<file path="src/lrg_pkg.sv">
// Shared types and constants for the linear resampler with gain.
// Holds the sequencer state type, register indexes and datapath widths.
// No dependencies.
package lrg_pkg;

   localparam int PCM_W   = 16;
   localparam int RATE_W  = 18;
   localparam int PHASE_W = 22;
   localparam int P_W     = 23;
   localparam int GAIN_W  = 16;
   localparam int ACC_W   = 35;
   localparam int REM_W   = 18;
   localparam int DCNT_W  = 5;
   localparam int ADDR_W  = 4;
   localparam int DATA_W  = 32;

   localparam logic [1:0] REG_SOURCE_RATE = 2'd0;
   localparam logic [1:0] REG_TARGET_RATE = 2'd1;
   localparam logic [1:0] REG_STEREO_IN   = 2'd2;
   localparam logic [1:0] REG_GAIN_Q12    = 2'd3;

   localparam logic [RATE_W-1:0] SOURCE_RATE_RST = 18'd22050;
   localparam logic [RATE_W-1:0] TARGET_RATE_RST = 18'd16000;
   localparam logic [GAIN_W-1:0] GAIN_RST        = 16'd4096;
   localparam logic [GAIN_W-1:0] GAIN_UNITY_LO   = 16'd4092;
   localparam logic [GAIN_W-1:0] GAIN_UNITY_HI   = 16'd4100;

   localparam logic [PCM_W-1:0] PCM_MAX = 16'h7FFF;
   localparam logic [PCM_W-1:0] PCM_MIN = 16'h8000;

   localparam logic [DCNT_W-1:0] DIV_STEPS_INTERP = 5'd16;
   localparam logic [DCNT_W-1:0] DIV_STEPS_CEIL   = 5'd18;

   typedef enum logic [10:0] {
      ST_IDLE     = 11'b000_0000_0001,
      ST_SEG_CHK  = 11'b000_0000_0010,
      ST_MUL_A    = 11'b000_0000_0100,
      ST_MUL_B    = 11'b000_0000_1000,
      ST_DIV_INIT = 11'b000_0001_0000,
      ST_DIV_STEP = 11'b000_0010_0000,
      ST_DIV_FIN  = 11'b000_0100_0000,
      ST_G_MUL    = 11'b000_1000_0000,
      ST_G_OUT    = 11'b001_0000_0000,
      ST_FIN_CHK  = 11'b010_0000_0000,
      ST_END      = 11'b100_0000_0000
   } state_type;

endpackage

</file>
<file path="src/linear_resampler_with_gain.sv">
// Linear-interpolation sample rate converter with Q4.12 output gain; depends on lrg_pkg.
// Each interpolated result takes two multiplies, a 16-step divide and a gain multiply.
// Outputs past MAX_UPSAMPLE per interval are skipped by an 18-step divide that sets the phase.
// A final item closes a last interval; equal rates bypass interpolation and apply only gain.
// One item in flight; output stalls hold the sequencer.
// Synchronous active-high reset: registers to defaults, stream state cleared, no result pending.
module linear_resampler_with_gain
   import lrg_pkg::*;
#(
   parameter int MAX_UPSAMPLE = 16
) (
   input  logic                    clock,
   input  logic                    reset,
   input  logic                    req_valid,
   output logic                    req_stall,
   input  logic signed [PCM_W-1:0] req_pcm_in,
   input  logic                    req_final_in,
   output logic                    rsp_valid,
   input  logic                    rsp_stall,
   output logic signed [PCM_W-1:0] rsp_pcm_out,
   output logic                    rsp_pcm_valid,
   output logic                    rsp_stream_end,
   input  logic                    csr_psel,
   input  logic                    csr_penable,
   input  logic                    csr_pwrite,
   input  logic [ADDR_W-1:0]       csr_paddr,
   input  logic [DATA_W-1:0]       csr_pwdata,
   output logic [DATA_W-1:0]       csr_prdata,
   output logic                    csr_pready
);

   localparam int CNT_W = $clog2(MAX_UPSAMPLE + 1);

   logic [RATE_W-1:0] src_rate_ff;
   logic [RATE_W-1:0] tgt_rate_ff;
   logic              stereo_ff;
   logic [GAIN_W-1:0] gain_ff;

   state_type                state_ff, state_in;
   logic signed [PCM_W-1:0]  prev_ff, prev_in;
   logic                     have_prev_ff, have_prev_in;
   logic [PHASE_W-1:0]       phase_ff, phase_in;
   logic                     toggle_ff, toggle_in;
   logic                     fin_ff, fin_in;
   logic                     final_seg_ff, final_seg_in;
   logic                     seg_ctx_ff, seg_ctx_in;
   logic                     ceil_ff, ceil_in;
   logic                     neg_ff, neg_in;
   logic signed [PCM_W-1:0]  seg_a_ff, seg_a_in;
   logic signed [PCM_W-1:0]  seg_b_ff, seg_b_in;
   logic signed [PCM_W-1:0]  v_ff, v_in;
   logic [P_W-1:0]           p_ff, p_in;
   logic [CNT_W-1:0]         cnt_ff, cnt_in;
   logic signed [ACC_W-1:0]  acc_ff, acc_in;
   logic [REM_W-1:0]         rem_ff, rem_in;
   logic [RATE_W-1:0]        dvd_ff, dvd_in;
   logic [RATE_W-1:0]        div_ff, div_in;
   logic [DCNT_W-1:0]        div_cnt_ff, div_cnt_in;
   logic signed [PCM_W-1:0]  hold_pcm_ff, hold_pcm_in;
   logic                     hold_vld_ff, hold_vld_in;
   logic                     rsp_valid_ff, rsp_valid_in;
   logic signed [PCM_W-1:0]  rsp_pcm_ff, rsp_pcm_in;
   logic                     rsp_pvld_ff, rsp_pvld_in;
   logic                     rsp_end_ff, rsp_end_in;

   logic [RATE_W-1:0]        s_eff, t_eff, t_minus_p;
   logic                     rate_bypass, gain_bypass, out_free, p_lt_t, cnt_ok;
   logic signed [PCM_W-1:0]  mul_a;
   logic [RATE_W-1:0]        mul_b;
   logic signed [RATE_W:0]   mul_b_s;
   logic signed [ACC_W-1:0]  product;
   logic [ACC_W-1:0]         acc_mag;
   logic signed [ACC_W-1:0]  gsum, gshift;
   logic signed [PCM_W-1:0]  gain_res;
   logic [REM_W:0]           step_r2;
   logic                     step_ge;
   logic [REM_W-1:0]         step_rem;
   logic [RATE_W-1:0]        step_dvd;
   logic [PCM_W-1:0]         quot;
   logic                     csr_wr;

   // configuration registers
   assign csr_wr     = csr_psel && csr_penable && csr_pwrite && csr_pready;
   assign csr_pready = 1'b1;

   always_ff @(posedge clock) begin
      if (reset) begin
         src_rate_ff <= SOURCE_RATE_RST;
         tgt_rate_ff <= TARGET_RATE_RST;
         stereo_ff   <= 1'b0;
         gain_ff     <= GAIN_RST;
      end else if (csr_wr) begin
         unique case (csr_paddr[3:2])
            REG_SOURCE_RATE: src_rate_ff <= csr_pwdata[RATE_W-1:0];
            REG_TARGET_RATE: tgt_rate_ff <= csr_pwdata[RATE_W-1:0];
            REG_STEREO_IN:   stereo_ff   <= csr_pwdata[0];
            REG_GAIN_Q12:    gain_ff     <= csr_pwdata[GAIN_W-1:0];
            default:         src_rate_ff <= src_rate_ff;
         endcase
      end
   end

   always_comb begin
      unique case (csr_paddr[3:2])
         REG_SOURCE_RATE: csr_prdata = DATA_W'(src_rate_ff);
         REG_TARGET_RATE: csr_prdata = DATA_W'(tgt_rate_ff);
         REG_STEREO_IN:   csr_prdata = DATA_W'(stereo_ff);
         REG_GAIN_Q12:    csr_prdata = DATA_W'(gain_ff);
         default:         csr_prdata = '0;
      endcase
   end

   // shared datapath
   assign s_eff       = (src_rate_ff == '0) ? RATE_W'(1) : src_rate_ff;
   assign t_eff       = (tgt_rate_ff == '0) ? RATE_W'(1) : tgt_rate_ff;
   assign rate_bypass = (s_eff == t_eff);
   assign gain_bypass = (gain_ff >= GAIN_UNITY_LO) && (gain_ff <= GAIN_UNITY_HI);
   assign out_free    = !rsp_valid_ff || !rsp_stall;
   assign p_lt_t      = p_ff < P_W'(t_eff);
   assign cnt_ok      = cnt_ff < CNT_W'(MAX_UPSAMPLE);
   assign t_minus_p   = t_eff - p_ff[RATE_W-1:0];

   always_comb begin
      case (state_ff)
         ST_MUL_A: begin
            mul_a = seg_a_ff;
            mul_b = t_minus_p;
         end
         ST_MUL_B: begin
            mul_a = seg_b_ff;
            mul_b = p_ff[RATE_W-1:0];
         end
         default: begin
            mul_a = v_ff;
            mul_b = RATE_W'(gain_ff);
         end
      endcase
   end

   assign mul_b_s = $signed({1'b0, mul_b});
   assign product = mul_a * mul_b_s;

   assign acc_mag = acc_ff[ACC_W-1] ? (~acc_ff + ACC_W'(1)) : acc_ff;

   // truncate toward zero, then saturate
   assign gsum   = acc_ff + $signed({{(ACC_W-12){1'b0}}, {12{acc_ff[ACC_W-1]}}});
   assign gshift = gsum >>> 12;

   always_comb begin
      if (gain_bypass) begin
         gain_res = v_ff;
      end else if (gshift > $signed({{(ACC_W-PCM_W){1'b0}}, PCM_MAX})) begin
         gain_res = $signed(PCM_MAX);
      end else if (gshift < $signed({{(ACC_W-PCM_W){1'b1}}, PCM_MIN})) begin
         gain_res = $signed(PCM_MIN);
      end else begin
         gain_res = gshift[PCM_W-1:0];
      end
   end

   assign step_r2  = {rem_ff, dvd_ff[RATE_W-1]};
   assign step_ge  = step_r2 >= {1'b0, div_ff};
   assign step_rem = step_ge ? REM_W'(step_r2 - {1'b0, div_ff}) : step_r2[REM_W-1:0];
   assign step_dvd = {dvd_ff[RATE_W-2:0], step_ge};
   assign quot     = dvd_ff[PCM_W-1:0];

   // sequencer
   always_comb begin
      state_in     = state_ff;
      prev_in      = prev_ff;
      have_prev_in = have_prev_ff;
      phase_in     = phase_ff;
      toggle_in    = toggle_ff;
      fin_in       = fin_ff;
      final_seg_in = final_seg_ff;
      seg_ctx_in   = seg_ctx_ff;
      ceil_in      = ceil_ff;
      neg_in       = neg_ff;
      seg_a_in     = seg_a_ff;
      seg_b_in     = seg_b_ff;
      v_in         = v_ff;
      p_in         = p_ff;
      cnt_in       = cnt_ff;
      acc_in       = acc_ff;
      rem_in       = rem_ff;
      dvd_in       = dvd_ff;
      div_in       = div_ff;
      div_cnt_in   = div_cnt_ff;
      hold_pcm_in  = hold_pcm_ff;
      hold_vld_in  = hold_vld_ff;
      rsp_valid_in = rsp_valid_ff && rsp_stall;
      rsp_pcm_in   = rsp_pcm_ff;
      rsp_pvld_in  = rsp_pvld_ff;
      rsp_end_in   = rsp_end_ff;

      unique case (state_ff)
         ST_IDLE: begin
            if (req_valid) begin
               fin_in    = req_final_in;
               toggle_in = stereo_ff && !toggle_ff;
               if (!stereo_ff || !toggle_ff) begin
                  prev_in      = req_pcm_in;
                  have_prev_in = 1'b1;
                  if (rate_bypass) begin
                     v_in       = req_pcm_in;
                     seg_ctx_in = 1'b0;
                     state_in   = ST_G_MUL;
                  end else if (have_prev_ff) begin
                     seg_a_in     = prev_ff;
                     seg_b_in     = req_pcm_in;
                     p_in         = P_W'(phase_ff);
                     cnt_in       = '0;
                     final_seg_in = 1'b0;
                     seg_ctx_in   = 1'b1;
                     state_in     = ST_SEG_CHK;
                  end else begin
                     phase_in = '0;
                     state_in = ST_FIN_CHK;
                  end
               end else begin
                  state_in = ST_FIN_CHK;
               end
            end
         end
         ST_SEG_CHK: begin
            if (p_lt_t && cnt_ok) begin
               state_in = ST_MUL_A;
            end else if (p_lt_t) begin
               // skip the excess outputs: new phase from (t - p) mod s
               rem_in     = '0;
               dvd_in     = t_minus_p;
               div_in     = s_eff;
               div_cnt_in = DIV_STEPS_CEIL;
               ceil_in    = 1'b1;
               state_in   = ST_DIV_STEP;
            end else begin
               phase_in = PHASE_W'(p_ff - P_W'(t_eff));
               state_in = final_seg_ff ? ST_END : ST_FIN_CHK;
            end
         end
         ST_MUL_A: begin
            acc_in   = product;
            state_in = ST_MUL_B;
         end
         ST_MUL_B: begin
            acc_in   = acc_ff + product;
            state_in = ST_DIV_INIT;
         end
         ST_DIV_INIT: begin
            neg_in     = acc_ff[ACC_W-1];
            rem_in     = REM_W'(acc_mag[32:16]);
            dvd_in     = {acc_mag[PCM_W-1:0], 2'b00};
            div_in     = t_eff;
            div_cnt_in = DIV_STEPS_INTERP;
            ceil_in    = 1'b0;
            state_in   = ST_DIV_STEP;
         end
         ST_DIV_STEP: begin
            rem_in     = step_rem;
            dvd_in     = step_dvd;
            div_cnt_in = div_cnt_ff - DCNT_W'(1);
            if (div_cnt_ff == DCNT_W'(1)) begin
               state_in = ST_DIV_FIN;
            end
         end
         ST_DIV_FIN: begin
            if (ceil_ff) begin
               phase_in = (rem_ff == '0) ? '0 : PHASE_W'(s_eff - rem_ff);
               state_in = final_seg_ff ? ST_END : ST_FIN_CHK;
            end else begin
               v_in     = neg_ff ? $signed(~quot + PCM_W'(1)) : $signed(quot);
               state_in = ST_G_MUL;
            end
         end
         ST_G_MUL: begin
            acc_in   = product;
            state_in = ST_G_OUT;
         end
         ST_G_OUT: begin
            if (!hold_vld_ff || out_free) begin
               if (hold_vld_ff) begin
                  rsp_valid_in = 1'b1;
                  rsp_pcm_in   = hold_pcm_ff;
                  rsp_pvld_in  = 1'b1;
                  rsp_end_in   = 1'b0;
               end
               hold_pcm_in = gain_res;
               hold_vld_in = 1'b1;
               if (seg_ctx_ff) begin
                  p_in     = p_ff + P_W'(s_eff);
                  cnt_in   = cnt_ff + CNT_W'(1);
                  state_in = ST_SEG_CHK;
               end else begin
                  state_in = ST_FIN_CHK;
               end
            end
         end
         ST_FIN_CHK: begin
            if (fin_ff && !rate_bypass && have_prev_ff) begin
               seg_a_in     = prev_ff;
               seg_b_in     = prev_ff;
               p_in         = P_W'(phase_ff);
               cnt_in       = '0;
               final_seg_in = 1'b1;
               seg_ctx_in   = 1'b1;
               state_in     = ST_SEG_CHK;
            end else begin
               state_in = ST_END;
            end
         end
         ST_END: begin
            if (fin_ff) begin
               if (out_free) begin
                  rsp_valid_in = 1'b1;
                  rsp_pcm_in   = hold_vld_ff ? hold_pcm_ff : '0;
                  rsp_pvld_in  = hold_vld_ff;
                  rsp_end_in   = 1'b1;
                  hold_vld_in  = 1'b0;
                  prev_in      = '0;
                  have_prev_in = 1'b0;
                  phase_in     = '0;
                  toggle_in    = 1'b0;
                  state_in     = ST_IDLE;
               end
            end else if (!hold_vld_ff) begin
               state_in = ST_IDLE;
            end else if (out_free) begin
               rsp_valid_in = 1'b1;
               rsp_pcm_in   = hold_pcm_ff;
               rsp_pvld_in  = 1'b1;
               rsp_end_in   = 1'b0;
               hold_vld_in  = 1'b0;
               state_in     = ST_IDLE;
            end
         end
         default: state_in = ST_IDLE;
      endcase
   end

   always_ff @(posedge clock) begin
      if (reset) begin
         state_ff     <= ST_IDLE;
         prev_ff      <= '0;
         have_prev_ff <= 1'b0;
         phase_ff     <= '0;
         toggle_ff    <= 1'b0;
         hold_vld_ff  <= 1'b0;
         rsp_valid_ff <= 1'b0;
         cnt_ff       <= '0;
         div_cnt_ff   <= '0;
      end else begin
         state_ff     <= state_in;
         prev_ff      <= prev_in;
         have_prev_ff <= have_prev_in;
         phase_ff     <= phase_in;
         toggle_ff    <= toggle_in;
         hold_vld_ff  <= hold_vld_in;
         rsp_valid_ff <= rsp_valid_in;
         cnt_ff       <= cnt_in;
         div_cnt_ff   <= div_cnt_in;
      end
   end

   always_ff @(posedge clock) begin
      fin_ff       <= fin_in;
      final_seg_ff <= final_seg_in;
      seg_ctx_ff   <= seg_ctx_in;
      ceil_ff      <= ceil_in;
      neg_ff       <= neg_in;
      seg_a_ff     <= seg_a_in;
      seg_b_ff     <= seg_b_in;
      v_ff         <= v_in;
      p_ff         <= p_in;
      acc_ff       <= acc_in;
      rem_ff       <= rem_in;
      dvd_ff       <= dvd_in;
      div_ff       <= div_in;
      hold_pcm_ff  <= hold_pcm_in;
      rsp_pcm_ff   <= rsp_pcm_in;
      rsp_pvld_ff  <= rsp_pvld_in;
      rsp_end_ff   <= rsp_end_in;
   end

   assign req_stall      = (state_ff != ST_IDLE);
   assign rsp_valid      = rsp_valid_ff;
   assign rsp_pcm_out    = rsp_pcm_ff;
   assign rsp_pcm_valid  = rsp_pvld_ff;
   assign rsp_stream_end = rsp_end_ff;

   a_idle_hold_empty: assert property (@(posedge clock) disable iff (reset)
      (state_ff == ST_IDLE) |-> !hold_vld_ff)
      else $error("item held while idle");

   a_cnt_bound: assert property (@(posedge clock) disable iff (reset)
      cnt_ff <= CNT_W'(MAX_UPSAMPLE))
      else $error("output count past upsample limit");

   a_div_active: assert property (@(posedge clock) disable iff (reset)
      (state_ff == ST_DIV_STEP) |-> (div_cnt_ff != '0))
      else $error("divider running with no steps left");

   a_end_clears: assert property (@(posedge clock) disable iff (reset)
      (state_ff == ST_END && fin_ff && out_free) |=> (!have_prev_ff && rsp_stream_end))
      else $error("stream end did not close the stream");

endmodule
</file>
<file path="config.mk">
export PLATFORM = sky130hd
export DESIGN_NAME = linear_resampler_with_gain
export DESIGN_NICKNAME = d
export VERILOG_FILES = /design/src/lrg_pkg.sv /design/src/linear_resampler_with_gain.sv
export SDC_FILE = /design/constraint.sdc
export NUM_CORES = 2
export LEC_CHECK = 0
export BUFFER_PORTS_ARGS = -buffer_cell sky130_fd_sc_hd__clkbuf_2
export CAP_MARGIN = 40
export CORE_ASPECT_RATIO = 0.75
export CORE_UTILIZATION = 40
export CTS_CLUSTER_DIAMETER = 100
export CTS_CLUSTER_SIZE = 16
export DETAILED_ROUTE_END_ITERATION = 8
export PLACE_DENSITY = 0.58
export RECOVER_POWER = 100
export SYNTH_ARGS = -nofsm -noshare
export SYNTH_HDL_FRONTEND = slang
export SYNTH_SLANG_ARGS = --single-unit
</file>
<file path="constraint.sdc">
create_clock -name clock -period 22.6 [get_ports clock]
set_input_delay 4.52 -clock clock [delete_from_list [all_inputs] [get_ports clock]]
set_output_delay 4.52 -clock clock [all_outputs]
set_load 0.005 [all_outputs]
</file>
# Word-level counts from Yosys, hierarchy flattened
# Cells that the tools add are included.
[word_totals]
out_inout_bits = 53
regBits = 315
[op_classes]
n_eq_ne = 38
multipliers = 1
n_reduce_logical = 49
bitwise = 2
n_addsub = 11
n_lt_le_gt_ge = 7
muxes = 140
[op_table]
columns = ["op", "count"]
rows = [
  ["two-way mux 16 bit", 28],
  ["two-way mux 22 bit", 10],
  ["case mux 16 bit (2 select lines)", 6],
  ["two-way mux 18 bit", 9],
  ["two-way mux 23 bit", 7],
  ["two-way mux 11 bit", 12],
  ["case mux 32 bit (4 select lines)", 1],
  ["case mux 11 bit (11 select lines)", 1],
  ["case mux 18 bit (3 select lines)", 2],
  ["case mux 22 bit (4 select lines)", 1],
  ["case mux 18 bit (2 select lines)", 2],
  ["case mux 35 bit (2 select lines)", 1],
  ["case mux 23 bit (3 select lines)", 1],
  ["logical NOT 18 bit", 3],
  ["two-way mux 5 bit", 9],
  ["!= test 2 bit, second input constant", 18],
  ["subtractor 18 bit", 2],
  ["adder 35 x 13 -> 35 bit", 1],
  ["adder 35 bit", 1],
  ["multiplier 16 x 19 -> 35 bit", 1],
  ["two-way mux 1 bit", 35],
  ["adder 33 x 2 -> 33 bit, second input constant", 1],
  ["two-way mux 33 bit", 1],
  ["NOT 33 bit", 1],
  ["other kinds (49)", 94],
]

# Logic depth before layout (Yosys ltp)
[logic_depth]
word_depth = 8
mapped_depth = 49
mapped_depth_nobuf = 47

# Least setup slack after synthesis
# Ideal clock, no wire load.
[synth_path]
kind = "flip-flop to flip-flop"
from = "register tgt_rate_ff[6]"
to = "register acc_ff[33] (data pin)"
arrival_ns = 10.431
stages_incl_launch_ff = 47
path_buffers = 1
path_slack_ns = 11.909
period_less_slack_ns = 10.691
setup_ns = 0.260
path_cell_list = "dfxtp_1 nor4_1 nand4_1 o41ai_2 inv_1 ha_1 fa_1 nand3b_1 a21boi_0 o21ai_0 a21oi_1 a22oi_1 a21oi_1 a21oi_1 xnor2_1 a21o_1 clkbuf_1 nand2_1 [... 11 more ...] o21ai_0 nand2b_1 and4_1 o21ai_0 a21boi_0 o21ai_0 a21oi_1 or3_1 and2_1 ha_1 and3_1 a221o_1 a221o_1 or3_1 o21ai_1 o21ai_0 xor2_1 mux2_2"
[synth_between]
elab_chain_len = 7
[synth_rtl]
columns = ["element", "line", "source"]
rows = [
  ["start: declaration", "linear_resampler_with_gain.sv:35", "logic [RATE_W-1:0] tgt_rate_ff;"],
  ["start signal: assignment", "linear_resampler_with_gain.sv:95", "REG_TARGET_RATE: tgt_rate_ff <= csr_pwdata[RATE_W-1:0];"],
  ["logical NOT 18 bit", "linear_resampler_with_gain.sv:115", "assign t_eff = (tgt_rate_ff == '0) ? RATE_W'(1) : tgt_rate_ff;"],
  ["two-way mux 18 bit (*)", "linear_resampler_with_gain.sv:115", ""],
  ["subtractor 18 bit (*)", "linear_resampler_with_gain.sv:121", "assign t_minus_p = t_eff - p_ff[RATE_W-1:0];"],
  ["case mux 18 bit (2 select lines) (*)", "linear_resampler_with_gain.sv:124", "case (state_ff)"],
  ["multiplier 16 x 19 -> 35 bit (*)", "linear_resampler_with_gain.sv:141", "assign product = mul_a * mul_b_s;"],
  ["adder 35 bit", "linear_resampler_with_gain.sv:246", "acc_in = acc_ff + product;"],
  ["case mux 35 bit (2 select lines) (*)", "linear_resampler_with_gain.sv:196", "unique case (state_ff)"],
  ["named net acc_in[33]", "linear_resampler_with_gain.sv:54", "logic signed [ACC_W-1:0] acc_ff, acc_in;"],
  ["end signal: assignment", "linear_resampler_with_gain.sv:374", "acc_ff <= acc_in;"],
  ["end: declaration", "linear_resampler_with_gain.sv:54", ""],
]
# The timed path passes the listed nets; every way through them passes the cells marked *.
# A chain may end at the register's enable or synchronous reset.

# Final worst setup path
[layout_path]
from = "register state_ff[0]"
to = "register acc_ff[33] (data pin)"
[layout_between]
elab_chain_len = 5
word_cells_on_any_way = 9
cone_classes = "1 x add/sub; 1 x mul; 3 x eq/ne; 3 x mux; 1 x reduce/logical"
[layout_rtl]
columns = ["element", "line", "source"]
rows = [
  ["start: declaration", "linear_resampler_with_gain.sv:39", "state_type state_ff, state_in;"],
  ["start signal: assignment", "linear_resampler_with_gain.sv:352", "state_ff <= state_in;"],
  ["equality test 11 x 4 -> 1 bit / equality test 11 x 3 -> 1 bit (equally long branches)", "linear_resampler_with_gain.sv:124, linear_resampler_with_gain.sv:196", ""],
  ["case mux 16 bit (2 select lines) / case mux 18 bit (2 select lines) (equally long branches)", "linear_resampler_with_gain.sv:124", ""],
  ["multiplier 16 x 19 -> 35 bit", "linear_resampler_with_gain.sv:141", ""],
  ["adder 35 bit", "linear_resampler_with_gain.sv:246", ""],
  ["case mux 35 bit (2 select lines) (*)", "linear_resampler_with_gain.sv:196", ""],
  ["named net acc_in[33]", "linear_resampler_with_gain.sv:54", ""],
]
# Marked as above.

==> impl_metrics.json <==
{
  "cts_setup_buffers": 0,
  "avgSynthCellArea_sq_um": 8.57,
  "clk_latency_ns": 0.61,
  "synth.cell_area_sq_um": 31500,
  "detail_route.vias_per_cell": 5.61,
  "critPathCaptureType": "flip-flop",
  "yosysTopAreaCellShare_pct": 19.0,
  "dieArea_sq_um": 79900,
  "p_int_w": 0.000979,
  "grt_start_max_net_pins": 73,
  "grtUsageTotal_pct": 26.1,
  "timing.critical_path.arrival_ns": 14.40,
  "cap_violations": 13,
  "synthMostInstantiatedCell": "sky130_fd_sc_hd__nand2_1",
  "placement.setup.worst_slack_ns": 9.96,
  "clock-sinks": 315,
  "worst_slew_pin_slew_ns": 3.32,
  "cts_resized": 0,
  "syn-instance-count": 3676,
  "final.setup.worst_slack_ns": 8.57,
  "yosys_warnings": 0,
  "maxClockFrequency_mhz": 71.3,
  "vias_in_the_first_global_route": 24800,
  "yosysTopAreaCell": "sky130_fd_sc_hd__edfxtp_1",
  "row_count": 88,
  "synthArstFlopShare_pct": 0,
  "finalCritPeriodShare_pct": 62.1,
  "synth.ff_latch_count": 315,
  "finalHoldViolations": 0,
  "final.setup.tns_ns": 0,
  "core_sq_um": 77400,
  "dp_hpwl_um": 83000,
  "relSlewSlack_pct": -121,
  "path_max_fanout": 36,
  "synth_seq_area_share_pct": 26.3,
  "share_seq_of_total_power_pct": 45.0,
  "hp-class": "reg -> reg",
  "clk_pin_slew_ns": 0.08,
  "synthDistinctLibCells": 85,
  "route.detailed.wl_per_inst_um": 22.3,
  "clock_buffer_count_from_cts": 24,
  "clk_root_buffer_cell": "sky130_fd_sc_hd__clkbuf_16",
  "yosys-top-cells-area": "sky130_fd_sc_hd__edfxtp_1, sky130_fd_sc_hd__fa_1, sky130_fd_sc_hd__ha_1",
  "fin_worst_skew_ns": 0.0224,
  "worstSetupPathType": "reg -> reg",
  "syn2layout_area_growth_pct": 6.26,
  "final-max-slew-violation-count": 436,
  "main_combinational_cell_family_by_area_after_synthesis": "adder cells",
  "post_synth_and_or_nand_nor_area_fraction_pct": 17.3,
  "placedInstanceArea_sq_um": 33100,
  "synth_flop_cell": "sky130_fd_sc_hd__edfxtp_1",
  "share_of_layout_cells_above_drive_strength_1_pct": 4.77,
  "synth_edf_count": 199,
  "globalplace.congestion": 0.951,
  "route.antenna.remaining_nets": 0,
  "finalNetCount": 4225,
  "power_leakage_nw": 14.7,
  "total_vias_in_the_final_route": 26500,
  "netSwitchingFraction_pct": 33.0,
  "start_util_pct": 40.7,
  "postRouteWirelength_um": 105000,
  "floorplan.io_pins": 113,
  "setup_violations": 0,
  "run_status": "complete, but fails checks",
  "gr-total-overflow": 0,
  "cts_buffer_depth": 3,
  "critical_path.n_buffers_inverters": 8,
  "die_width_um": 326,
  "failing_checks": "capacitance limit, slew limit",
  "power.density_cell_area_nw_per_um2": 43.6,
  "clkPwrFrac_pct": 30.4,
  "grt_first_pass_wirelength_um": 157000,
  "path_delay_family": "adder cells",
  "fin_crit_ns": 14.03,
  "tritoncts_clock_tree": "built",
  "cp.required_ns": 22.96,
  "synth.top_cells.by_count": "sky130_fd_sc_hd__nand2_1, sky130_fd_sc_hd__inv_1, sky130_fd_sc_hd__ha_1",
  "power.share.combinational_pct": 24.6,
  "layout.cell_area.non_filler_sq_um": 33500,
  "clock_tree.htree_level_count": 1,
  "io_buffer_count": 81,
  "startpoint_type": "flip-flop",
  "cts_hold_repair.buffers": 0,
  "grt_antenna_before_repair": 3,
  "detail_route.first_pass.iterations": 6,
  "detail_route.iter0.violations": 2979,
  "xor_xnor_fraction_of_synth_area_pct": 6.06,
  "cp_slowest_cell": "sky130_fd_sc_hd__clkbuf_1",
  "synth_compound_gate_area_share_pct": 15.8,
  "post_synth_fa_ha_maj_area_fraction_pct": 25.1,
  "switchingPower_w": 0.000481,
  "die_y_um": 245,
  "nFillCells": 7783,
  "drc": 0,
  "worst_ir_drop_vdd_v": 0.0000516,
  "mux_contribution_to_synthesized_area_pct": 1.63,
  "critical_path.max_stage_delay_ns": 1.19,
  "finalCoreUtilization_pct": 43.3,
  "grt_setup_unrepaired": "no"
}
placed cells by master, fill, tap and decap left out, drive strengths merged, types with 39 or more instances in the layout:
| master | Yosys | routed |
|---|---|---|
| a21o | 78 | 78 |
| clkbuf | 145 | 146 |
| nor2 | 265 | 265 |
| mux2i | 39 | 39 |
| ha | 268 | 268 |
| nor3 | 51 | 51 |
| inv | 425 | 425 |
| fa | 228 | 228 |
| nand3 | 66 | 66 |
| dfxtp | 116 | 116 |
| xor2 | 94 | 94 |
| xnor2 | 124 | 124 |
| a21oi | 223 | 223 |
| edfxtp | 199 | 199 |
| buf | 53 | 45 |
| and2 | 39 | 39 |
| nand2 | 562 | 562 |
| o21ai | 199 | 199 |
cells by family after synthesis:
family	count (synthesis)
and+or+nand+nor	1197
muxes	49
buffers and inverters	623
adders and majority gates	496
AOI/OAI and AO/OA	776
other	2
DFF	315
xor gates and xnor gates	218
worst paths after layout:
check	from	end	slack [ns]	cells past startpoint
max reg2reg	state_ff[0]$_SDFFE_PP1P_	acc_ff[33]$_DFFE_PP_	8.57	40
min reg2reg	prev_ff[4]$_SDFFE_PP0P_	seg_a_ff[4]$_DFFE_PP_	0.46	0
min	prev_ff[4]$_SDFFE_PP0P_	seg_a_ff[4]$_DFFE_PP_	0.46	0
max	state_ff[0]$_SDFFE_PP1P_	acc_ff[33]$_DFFE_PP_	8.57	40
registers in the layout, indices dropped and copies added, names as in the netlist, 18 cells and up:
signal / flops
acc_ff: 35
div_ff: 18
p_ff: 23
dvd_ff: 18
tgt_rate_ff: 18
phase_ff: 22
src_rate_ff: 18
rem_ff: 18
per-layer routing:
metal | share of wire, % | up-vias | wire, um | GRT usage (%)
li1 | - | 12400 | - | -
met1 | 48 | 12800 | 50300 | 40.0
met2 | 38 | 1150 | 39800 | 34.3
met3 | 12 | 117 | 13100 | 9.21
met4 | 2.0 | 2 | 2100 | 5.03
met5 | 0.012 | - | 13 | 0
stage by stage:
step / total power (W) / cells / hold slack [ns]
2_1_floorplan: 0.000917 / 3689 / 0.423
3_3_place_gp: 0.00102 / 4657 / 0.440
3_5_place_dp: 0.00102 / 4673 / 0.442
4_1_cts: 0.00146 / 4717 / 0.455
5_1_grt: 0.00152 / 4722 / 0.467
6_report: 0.00146 / 4723 / 0.461
power groups by stage:
stage	sequential, W	combinational, W	clock, W
2_1_floorplan	0.000663	0.000254	0
3_3_place_gp	0.000669	0.000348	0
3_5_place_dp	0.000670	0.000353	0
4_1_cts	0.000656	0.000356	0.000450
5_1_grt	0.000660	0.000395	0.000467
6_report	0.000657	0.000360	0.000443
cell type report:
cell class                 count  area, sq um  area share, %
tap                         1035         1290           3.87
clock buffer                  39          668           2.00
inverter                     425         1600           4.76
multi-input combinational   2751        20800           62.0
clock inverter                 5         57.6          0.172
antenna                        1         2.50        0.00747
sequential                   315         8300           24.8
timing repair buffer         152          812           2.43
Note: power is estimated with default switching activity, not from simulation.
